--- config.mk ---
export PLATFORM = sky130hd
export DESIGN_NAME = forest_fire_grid_step_unit
export DESIGN_NICKNAME = d
export VERILOG_FILES = /design/src/hw/rtl/ffg_pkg.sv /design/src/hw/rtl/ffg_ram.sv /design/src/hw/rtl/forest_fire_grid_step_unit.sv
export SDC_FILE = /design/constraint.sdc
export NUM_CORES = 2
export LEC_CHECK = 0
export ABC_AREA = 1
export BUFFER_PORTS_ARGS = -buffer_cell sky130_fd_sc_hd__clkbuf_2
export CAP_MARGIN = 20
export CORE_ASPECT_RATIO = 1.1
export CORE_UTILIZATION = 40
export DETAILED_ROUTE_END_ITERATION = 8
export GPL_TIMING_DRIVEN = 0
export PLACE_DENSITY = 0.54
export SYNTH_ARGS = -nofsm -noshare
export SYNTH_HDL_FRONTEND = slang
export SYNTH_HIERARCHICAL = 1
export SYNTH_SLANG_ARGS = --single-unit
--- constraint.sdc ---
create_clock -name clk -period 14.37 [get_ports clk]
set_input_delay 2.874 -clock clk [delete_from_list [all_inputs] [get_ports clk]]
set_output_delay 2.874 -clock clk [all_outputs]
set_load 0.005 [all_outputs]
--- src/hw/rtl/ffg_pkg.sv ---
// shared types and constants of the forest fire grid step unit
`timescale 1ns / 1ps

package ffg_pkg;

	// cell codes
	typedef enum logic [1:0] {
		CELL_EMPTY = 2'd0,
		CELL_TREE  = 2'd1,
		CELL_ASH   = 2'd2,
		CELL_FIRE  = 2'd3
	} cell_t;

	// pass modes; the last code passes cells through unchanged
	typedef enum logic [1:0] {
		MODE_BURN   = 2'd0,
		MODE_IGNITE = 2'd1,
		MODE_FILL   = 2'd2,
		MODE_HOLD   = 2'd3
	} mode_t;

	// configuration register indexes
	typedef enum logic [1:0] {
		REG_PASS_MODE  = 2'd0,
		REG_GRID_ROWS  = 2'd1,
		REG_GRID_COLS  = 2'd2,
		REG_TREE_THRES = 2'd3
	} reg_index_t;

	typedef logic [14:0] count_t;

	localparam logic [31:0] GEN_MULT     = 32'd16562261;
	localparam logic [31:0] GEN_SEED     = 32'd661105;
	localparam logic [31:0] THRES_RESET  = 32'd2791728742;
	localparam logic [7:0]  SIZE_RESET   = 8'd100;
	localparam count_t      COUNT_MAX    = 15'd32767;

endpackage

--- src/hw/rtl/ffg_ram.sv ---
// generic single write port, single read port ram with registered read
`timescale 1ns / 1ps

module ffg_ram #(
	parameter int WIDTH = 4,
	parameter int DEPTH = 128
) (
	input  logic                     clk,
	input  logic                     we,
	input  logic [$clog2(DEPTH)-1:0] waddr,
	input  logic [WIDTH-1:0]         wdata,
	input  logic                     re,
	input  logic [$clog2(DEPTH)-1:0] raddr,
	output logic [WIDTH-1:0]         rdata
);

	logic [WIDTH-1:0] mem [DEPTH];

	// write port
	always_ff @(posedge clk) begin
		if (we) begin
			mem[waddr] <= wdata;
		end
	end

	// read port, data held until the next read
	always_ff @(posedge clk) begin
		if (re) begin
			rdata <= mem[raddr];
		end
	end

endmodule

--- src/hw/rtl/forest_fire_grid_step_unit.sv ---
// Forest fire grid step: raster stencil over two lines held in a column-wide ram.
// The result for a cell of row r-1 passes from stage 1 into the output register after
// the beat of cell (r,c) is taken, a bottom row second result after it; row 0 gives none.
// Throughput: one cell per cycle while the output is not stalled, set by the single ram read
// and write per column; bottom row cells give two results each, in the one output register.
// Reset: arst_n at once clears control, positions and counters, loads the generator with
// seed times multiplier; the line ram is not cleared and needs no clearing pass.
`timescale 1ns / 1ps

module forest_fire_grid_step_unit #(
	parameter int MAX_ROWS = 128,
	parameter int MAX_COLS = 128
) (
	input  logic        clk,
	input  logic        arst_n,
	// configuration write port
	input  logic        cfg_wr_en,
	input  logic [1:0]  cfg_index,
	input  logic [31:0] cfg_wdata,
	// input cells
	input  logic        s_tvalid,
	output logic        s_tready,
	input  logic [7:0]  s_tdata,   // [1:0] cell_state, [7:2] zero
	// results
	output logic        m_tvalid,
	input  logic        m_tready,
	output logic [63:0] m_tdata,   // [1:0] next_state, [16:2] empty_count,
	                               // [31:17] tree_count, [46:32] ash_count,
	                               // [61:47] fire_count, [63:62] zero
	output logic        m_tlast    // frame_last
);

	import ffg_pkg::*;

	localparam int RPW = $clog2(MAX_ROWS);
	localparam int RW  = $clog2(MAX_ROWS + 1);
	localparam int CPW = $clog2(MAX_COLS);
	localparam int CW  = $clog2(MAX_COLS + 1);

	// configuration registers
	mode_t       mode_q;
	logic [7:0]  grid_rows_q;
	logic [7:0]  grid_cols_q;
	logic [31:0] thres_q;

	// raster position of the next beat
	logic [RPW-1:0] row_q;
	logic [CPW-1:0] col_q;

	// generator, holds the value the next fill cell compares
	logic [31:0] gen_q;
	localparam logic [31:0] GEN_FIRST = 32'(64'(GEN_SEED) * 64'(GEN_MULT));

	// stage 1
	logic           valid_s1;
	cell_t          cur_s1;
	logic [CPW-1:0] col_s1;
	logic           bank_s1;
	logic           row0_s1;
	logic           bottom_s1;
	logic           inner_s1;
	logic           ign_s1;
	logic           last_s1;
	logic           clear_s1;
	logic           phase_q;

	// column window
	logic [3:0] cur_w_q;
	cell_t      west_q;
	logic [3:0] rdata;

	// counters
	count_t cnt_q   [4];
	count_t cnt_inc [4];

	// output register
	logic   out_valid_q;
	cell_t  out_state_q;
	logic   out_last_q;
	count_t out_cnt_q [4];

	// clamped grid size
	logic [RW-1:0] rows_eff;
	logic [CW-1:0] cols_eff;

	always_comb begin
		if (grid_rows_q < 8'd3) begin
			rows_eff = RW'(3);
		end else if (32'(grid_rows_q) > 32'(MAX_ROWS)) begin
			rows_eff = RW'(MAX_ROWS);
		end else begin
			rows_eff = RW'(grid_rows_q);
		end
		if (grid_cols_q < 8'd3) begin
			cols_eff = CW'(3);
		end else if (32'(grid_cols_q) > 32'(MAX_COLS)) begin
			cols_eff = CW'(MAX_COLS);
		end else begin
			cols_eff = CW'(grid_cols_q);
		end
	end

	// position of the beat being taken, with next position
	logic [RPW-1:0] r_a;
	logic [CPW-1:0] c_a;
	logic [CW-1:0]  c1;
	logic [RW-1:0]  r1;
	logic           row_end;
	logic           col_lastp;
	logic [CPW-1:0] raddr;

	always_comb begin
		if (RW'(row_q) >= rows_eff || CW'(col_q) >= cols_eff) begin
			r_a = '0;
			c_a = '0;
		end else begin
			r_a = row_q;
			c_a = col_q;
		end
		c1        = CW'(c_a) + CW'(1);
		r1        = RW'(r_a) + RW'(1);
		row_end   = (c1 >= cols_eff);
		col_lastp = (CW'(c_a) == cols_eff - CW'(1));
		raddr     = row_end ? '0 : c1[CPW-1:0];
	end

	// stage 1 handshake
	logic out_free;
	logic give;
	logic s1_done;
	logic accept;

	assign out_free = !out_valid_q || m_tready;
	assign give     = valid_s1 && !row0_s1 && out_free;
	assign s1_done  = valid_s1 && (row0_s1 || (give && (phase_q || !bottom_s1)));
	assign s_tready = !valid_s1 || s1_done;
	assign accept   = s_tvalid && s_tready;

	// neighborhood of the cell in row r-1
	cell_t centre, north, east, res_a, res_b, res;

	always_comb begin
		centre = cell_t'(bank_s1 ? cur_w_q[1:0] : cur_w_q[3:2]);
		north  = cell_t'(bank_s1 ? cur_w_q[3:2] : cur_w_q[1:0]);
		east   = cell_t'(bank_s1 ? rdata[1:0] : rdata[3:2]);
	end

	// next state rules
	always_comb begin
		res_a = centre;
		res_b = cur_s1;
		unique case (mode_q)
			MODE_BURN: begin
				if (inner_s1 && centre == CELL_TREE && (north == CELL_FIRE ||
				    west_q == CELL_FIRE || east == CELL_FIRE || cur_s1 == CELL_FIRE)) begin
					res_a = CELL_FIRE;
				end else if (inner_s1 && centre == CELL_FIRE) begin
					res_a = CELL_ASH;
				end
			end
			MODE_IGNITE: begin
				if (ign_s1 && centre == CELL_TREE) begin
					res_a = CELL_FIRE;
				end
			end
			MODE_FILL: begin
				res_a = (inner_s1 && gen_q < thres_q) ? CELL_TREE : CELL_EMPTY;
				res_b = CELL_EMPTY;
			end
			MODE_HOLD: begin
				res_a = centre;
			end
			default: begin
				res_a = centre;
			end
		endcase
		res = phase_q ? res_b : res_a;
	end

	// saturating count of the result being handed over
	always_comb begin
		for (int k = 0; k < 4; k++) begin
			cnt_inc[k] = cnt_q[k];
			if (res == cell_t'(k) && cnt_q[k] != COUNT_MAX) begin
				cnt_inc[k] = cnt_q[k] + 15'd1;
			end
		end
	end

	// configuration and position
	always_ff @(posedge clk or negedge arst_n) begin
		if (!arst_n) begin
			mode_q      <= MODE_BURN;
			grid_rows_q <= SIZE_RESET;
			grid_cols_q <= SIZE_RESET;
			thres_q     <= THRES_RESET;
			row_q       <= '0;
			col_q       <= '0;
		end else if (cfg_wr_en) begin
			unique case (reg_index_t'(cfg_index))
				REG_PASS_MODE:  mode_q <= mode_t'(cfg_wdata[1:0]);
				REG_GRID_ROWS: begin
					grid_rows_q <= cfg_wdata[7:0];
					row_q       <= '0;
					col_q       <= '0;
				end
				REG_GRID_COLS: begin
					grid_cols_q <= cfg_wdata[7:0];
					row_q       <= '0;
					col_q       <= '0;
				end
				REG_TREE_THRES: thres_q <= cfg_wdata;
				default: ;
			endcase
		end else if (accept) begin
			if (row_end) begin
				col_q <= '0;
				row_q <= (r1 >= rows_eff) ? '0 : r1[RPW-1:0];
			end else begin
				col_q <= c1[CPW-1:0];
			end
		end
	end

	// stage 1 control
	always_ff @(posedge clk or negedge arst_n) begin
		if (!arst_n) begin
			valid_s1 <= 1'b0;
			phase_q  <= 1'b0;
		end else begin
			if (accept) begin
				valid_s1 <= 1'b1;
			end else if (s1_done) begin
				valid_s1 <= 1'b0;
			end
			if (s1_done) begin
				phase_q <= 1'b0;
			end else if (give && bottom_s1) begin
				phase_q <= 1'b1;
			end
		end
	end

	// stage 1 payload
	always_ff @(posedge clk) begin
		if (accept) begin
			cur_s1    <= cell_t'(s_tdata[1:0]);
			col_s1    <= c_a;
			bank_s1   <= r_a[0];
			row0_s1   <= (r_a == '0);
			bottom_s1 <= (RW'(r_a) == rows_eff - RW'(1));
			inner_s1  <= (r_a >= RPW'(2)) && (c_a != '0) && !col_lastp;
			ign_s1    <= (r_a == RPW'(2)) && (c_a != '0) && !col_lastp;
			last_s1   <= (RW'(r_a) == rows_eff - RW'(1)) && col_lastp;
			clear_s1  <= (r_a == '0) && (c_a == '0);
		end
	end

	// column window moves on when an item leaves stage 1
	always_ff @(posedge clk) begin
		if (s1_done) begin
			cur_w_q <= rdata;
			west_q  <= centre;
		end
	end

	// line ram: one word per column, two banks for the two lines
	logic [3:0] wdata;
	assign wdata = bank_s1 ? {cur_s1, cur_w_q[1:0]} : {cur_w_q[3:2], cur_s1};

	ffg_ram #(
		.WIDTH (4),
		.DEPTH (MAX_COLS)
	) u_line_ram (
		.clk   (clk),
		.we    (s1_done),
		.waddr (col_s1),
		.wdata (wdata),
		.re    (accept),
		.raddr (raddr),
		.rdata (rdata)
	);

	// generator and counters
	always_ff @(posedge clk or negedge arst_n) begin
		if (!arst_n) begin
			gen_q <= GEN_FIRST;
			for (int k = 0; k < 4; k++) begin
				cnt_q[k] <= '0;
			end
		end else begin
			if (give && !phase_q && inner_s1 && mode_q == MODE_FILL) begin
				gen_q <= gen_q * GEN_MULT;
			end
			if (s1_done && clear_s1) begin
				for (int k = 0; k < 4; k++) begin
					cnt_q[k] <= '0;
				end
			end else if (give) begin
				cnt_q <= cnt_inc;
			end
		end
	end

	// output register
	logic res_last;
	assign res_last = phase_q && last_s1;

	always_ff @(posedge clk or negedge arst_n) begin
		if (!arst_n) begin
			out_valid_q <= 1'b0;
		end else if (give) begin
			out_valid_q <= 1'b1;
		end else if (m_tready) begin
			out_valid_q <= 1'b0;
		end
	end

	always_ff @(posedge clk) begin
		if (give) begin
			out_state_q <= res;
			out_last_q  <= res_last;
			for (int k = 0; k < 4; k++) begin
				out_cnt_q[k] <= res_last ? cnt_inc[k] : '0;
			end
		end
	end

	assign m_tvalid = out_valid_q;
	assign m_tlast  = out_last_q;
	assign m_tdata  = {2'b00, out_cnt_q[3], out_cnt_q[2], out_cnt_q[1], out_cnt_q[0],
	                   out_state_q};

`ifndef SYNTH
	// second result only for a bottom row item
	assert property (@(posedge clk) disable iff (!arst_n)
		phase_q |-> (valid_s1 && bottom_s1 && !row0_s1))
		else $error("second result phase outside a bottom row item");

	// a bottom row item that hands its first result moves to the second
	assert property (@(posedge clk) disable iff (!arst_n)
		(give && !phase_q && bottom_s1) |=> phase_q)
		else $error("bottom row item lost its second result");

	// counts only travel with the frame's last beat
	assert property (@(posedge clk) disable iff (!arst_n)
		(m_tvalid && !m_tlast) |-> (m_tdata[61:2] == '0))
		else $error("counts on a beat that is not the frame's last");

	// generator only steps for a handed fill result
	assert property (@(posedge clk) disable iff (!arst_n)
		(gen_q != $past(gen_q)) |-> $past(give && mode_q == MODE_FILL))
		else $error("generator stepped outside a fill result");
`endif

endmodule

==> flow_metrics.py <==
metrics = {
    "timing": {
        "min_period_ns": 7.18,
        "post-route-worst-setup-slack_ns": 7.19,
        "fin_tns_setup_ns": 0,
        "rsz0062_at_grt": "false",
        "final_min_period_over_clock_period_pct": 49.9,
        "report.final.slew_viol_count": 0,
        "timing.final.hold_violations": 0,
        "timing_worst_slew_pin_value_ns": 0.975,
        "slew-limit-headroom_pct": 35.0,
        "max_clock_freq_mhz": 139,
        "fin_worst_skew_ns": 0.0307,
        "setup_viol": 0,
    },
    "final_layout": {
        "layout_commonest_cell": "sky130_fd_sc_hd__nand2_1",
        "final_cell_mix": "sky130_fd_sc_hd__nand2_1, sky130_fd_sc_hd__edfxtp_1, sky130_fd_sc_hd__nand3_1",
        "area.sequential_sq_um": 22000,
        "synthesis_to_finish_area_growth_pct": 13.1,
        "fill_cells": 10200,
        "multi_input_area_sq_um": 18100,
        "final_nets": 5140,
        "share_of_post_route_cells_with_drive_strength_above_1_pct": 9.23,
        "layout.cells.non_filler": 6143,
    },
    "clock_tree": {
        "worst_setup_hold_path_clk_slew_ns": 0.06,
        "cts_post_setup_buffers_inserted": 0,
        "clock_path_buffers": 3,
        "cts.sinks": 757,
        "cts_root_buf": "sky130_fd_sc_hd__clkbuf_16",
        "depth_of_the_cts_h_tree": 3,
        "clock_buffers_created_by_tritoncts": 84,
        "cts_hold_repair.buffers": 0,
        "cts.repair.resized": 0,
        "worst_skew_pair_later_pin_latency_ns": 0.66,
        "cts_tree": "built",
    },
    "placement": {
        "detailedPlacementHpwl_um": 93500,
        "place_inst": 5995,
        "numPortBuffers": 104,
        "detailedPlace.worstSlack_ns": 7.10,
        "gp_routability_congestion": 0.941,
    },
    "global_route": {
        "grt_max_degree": 101,
        "grt_remaining_overflow": 0,
        "first_global_vias": 31400,
        "antenna_found_initial": 3,
        "first_pass_grt_wire_length_um": 190000,
        "grtUsageTotal_pct": 23.2,
    },
    "route": {
        "drt_drc_violations_left": 37,
        "route.detailed.wl_per_inst_um": 20.4,
        "routed-via-count": 31600,
        "routed_wl_um": 125000,
        "drt_iter0_drc": 2558,
        "via_per_inst": 5.14,
        "drt_first_pass_iters": 9,
        "drt.antenna.violating_nets": 0,
    },
    "synthesis": {
        "synthTopCellsByArea": "sky130_fd_sc_hd__edfxtp_1, sky130_fd_sc_hd__nand2_1, sky130_fd_sc_hd__fa_1, sky130_fd_sc_hd__ha_1, sky130_fd_sc_hd__dfrtp_1",
        "ys_seq_area_share_pct": 51.1,
        "post-synth-top-area-fraction_pct": 41.9,
        "netlist_instances": 4457,
        "synthesis.yosys.warnings": 6,
        "count_of_flip_flops_with_a_built_in_enable_after_synthesis": 601,
        "yosys_most_used_dff": "sky130_fd_sc_hd__edfxtp_1",
        "ys_ff_latch": 757,
        "ys_types": 52,
        "syn_avg_cell_area_sq_um": 9.66,
        "synth_area_leader_cell": "sky130_fd_sc_hd__edfxtp_1",
        "synth.cell_area_sq_um": 43000,
        "postSynth.asyncResetShare_pct": 20.6,
    },
    "hold_path": {
        "worstHoldPathCells": 0,
        "holdPathEnd": "cur_w_q[0]",
        "hold_path_startpoint": "u_line_ram/rdata[0]",
        "holdCritPathClass": "reg2reg",
    },
    "critical_path": {
        "reg2regPathDepth": 34,
        "timing.critical_path.arrival_ns": 4.30,
        "max_stage_delay_ns": 0.48,
        "required_ns": 11.50,
        "crit-reg2reg-capture": "u_line_ram/rdata[1]",
        "crit_path_launch_type": "input port",
        "worst_path_max_delay_cell": "sky130_fd_sc_hd__inv_2",
        "crit_buf_inv": 5,
        "crit_chain": "clkbuf_2 > nor2_1 > inv_1 > nand2_1 > inv_2 > o21ai_0 > nand2_1 > nor2_1 > inv_1 > clkbuf_2",
        "critPathCaptureType": "output port",
        "r2r_slack_ns": 7.36,
        "timing.rr.start": "grid_rows_q[4]",
        "cpLargestDelayFamily": "buffers and inverters",
        "critical_path_peak_fanout": 25,
        "worstSetupPathType": "in2out",
    },
    "floorplan": {
        "top_level_ports": 114,
        "row_count": 125,
        "die_height_um": 346,
        "floorplan.core_area_sq_um": 106000,
        "dieWidth_um": 315,
        "initial_util_pct": 40.5,
        "fp.dieArea_sq_um": 109000,
    },
    "flow_run": {
        "drv_cap": 0,
    },
    "status": {
        "outcome": "finished with violations",
        "violations": "design-rule violations",
    },
}
## worst max-delay path by stage
stage	end	slack, ns	depth (start not counted)	startpoint
3_3_place_gp	u_line_ram/mem[66][3]	-1.04	2	bank_s1
4_1_cts	s_tready	7.10	10	m_tready
3_5_place_dp	s_tready	7.10	10	m_tready
6_report	s_tready	7.19	10	m_tready
5_1_grt	u_line_ram/rdata[1]	6.78	35	grid_rows_q[4]
2_1_floorplan	s_tready	7.28	8	m_tready
## flip-flops by register name, summed over array words and instances, names as in the netlist, 2 cells and up
register          count
cnt_q                60
col_q                 7
col_s1                7
cur_s1                2
cur_w_q               4
gen_q                30
grid_cols_q           8
grid_rows_q           8
mode_q                2
out_cnt_q            60
out_state_q           2
row_q                 7
thres_q              31
u_line_ram/mem      512
u_line_ram/rdata      4
west_q                2
## worst reg2reg max path: cells and delay by family, from the launching register on
family | cells | cell delay [ns]
AND/OR/NAND/NOR | 21 | 2.69
adder cells (fa/ha/maj) | 3 | 0.89
flip-flops | 1 | 0.41
buffers and inverters | 6 | 2.03
AO/OA/AOI/OAI | 4 | 0.73
## final cells by class
| type | count | share of cell area (%) |
|---|---|---|
| flip-flops and latches | 757 | 45.2 |
| multi-input cells | 2988 | 37.1 |
| clock buffers | 109 | 4.64 |
| inverters | 551 | 4.26 |
| well taps | 1397 | 3.59 |
| repair buffers | 134 | 2.43 |
| plain buffers | 168 | 1.99 |
| clock inverters | 38 | 0.794 |
| diodes | 1 | 0.00514 |
## cell families after synthesis
logic type	Yosys count	synth area share [%]
and+or+nand+nor	2212	21.8
DFF	757	51.1
buffers and inverters	719	7.07
adders and majority gates	409	14.8
AOI/OAI and AO/OA	266	3.40
xor gates and xnor gates	93	1.89
other	1	0.00871
## stage by stage
stage	util (%)	cell area, sq um	hold WS (ns)
after floorplan	-	43100	0.426
after global placement	42.7	45300	0.434
after detailed placement	43.4	46000	0.437
after CTS	45.8	48700	0.452
after global routing	45.9	48700	0.456
final	45.9	48700	0.451
## metal layers
layer / wire [um] / part of all wire (%) / vias to the layer above / track usage, %
li1: - / - / 15100 / -
met1: 52200 / 42 / 15300 / 29.6
met2: 62500 / 50 / 880 / 40.4
met3: 5960 / 4.8 / 231 / 2.89
met4: 4400 / 3.5 / 2 / 7.79
met5: 10 / 0.0080 / - / 0
## cells in the mapped netlist, types with 51 or more instances
cell and n:
sky130_fd_sc_hd__nand2_1 1229, sky130_fd_sc_hd__edfxtp_1 601, sky130_fd_sc_hd__nand3_1 571, sky130_fd_sc_hd__inv_1 541, sky130_fd_sc_hd__nor2_1 270, sky130_fd_sc_hd__ha_1 245, sky130_fd_sc_hd__fa_1 164, sky130_fd_sc_hd__a21oi_1 124
sky130_fd_sc_hd__dfrtp_1 118, sky130_fd_sc_hd__o21ai_0 96, sky130_fd_sc_hd__buf_2 58, sky130_fd_sc_hd__xor2_1 56, sky130_fd_sc_hd__nand4_1 54, sky130_fd_sc_hd__clkbuf_1 51
Power is left out: the tool's default activity adds up to more than one toggle a clock period on the data nets, which glitch-free logic cannot reach.
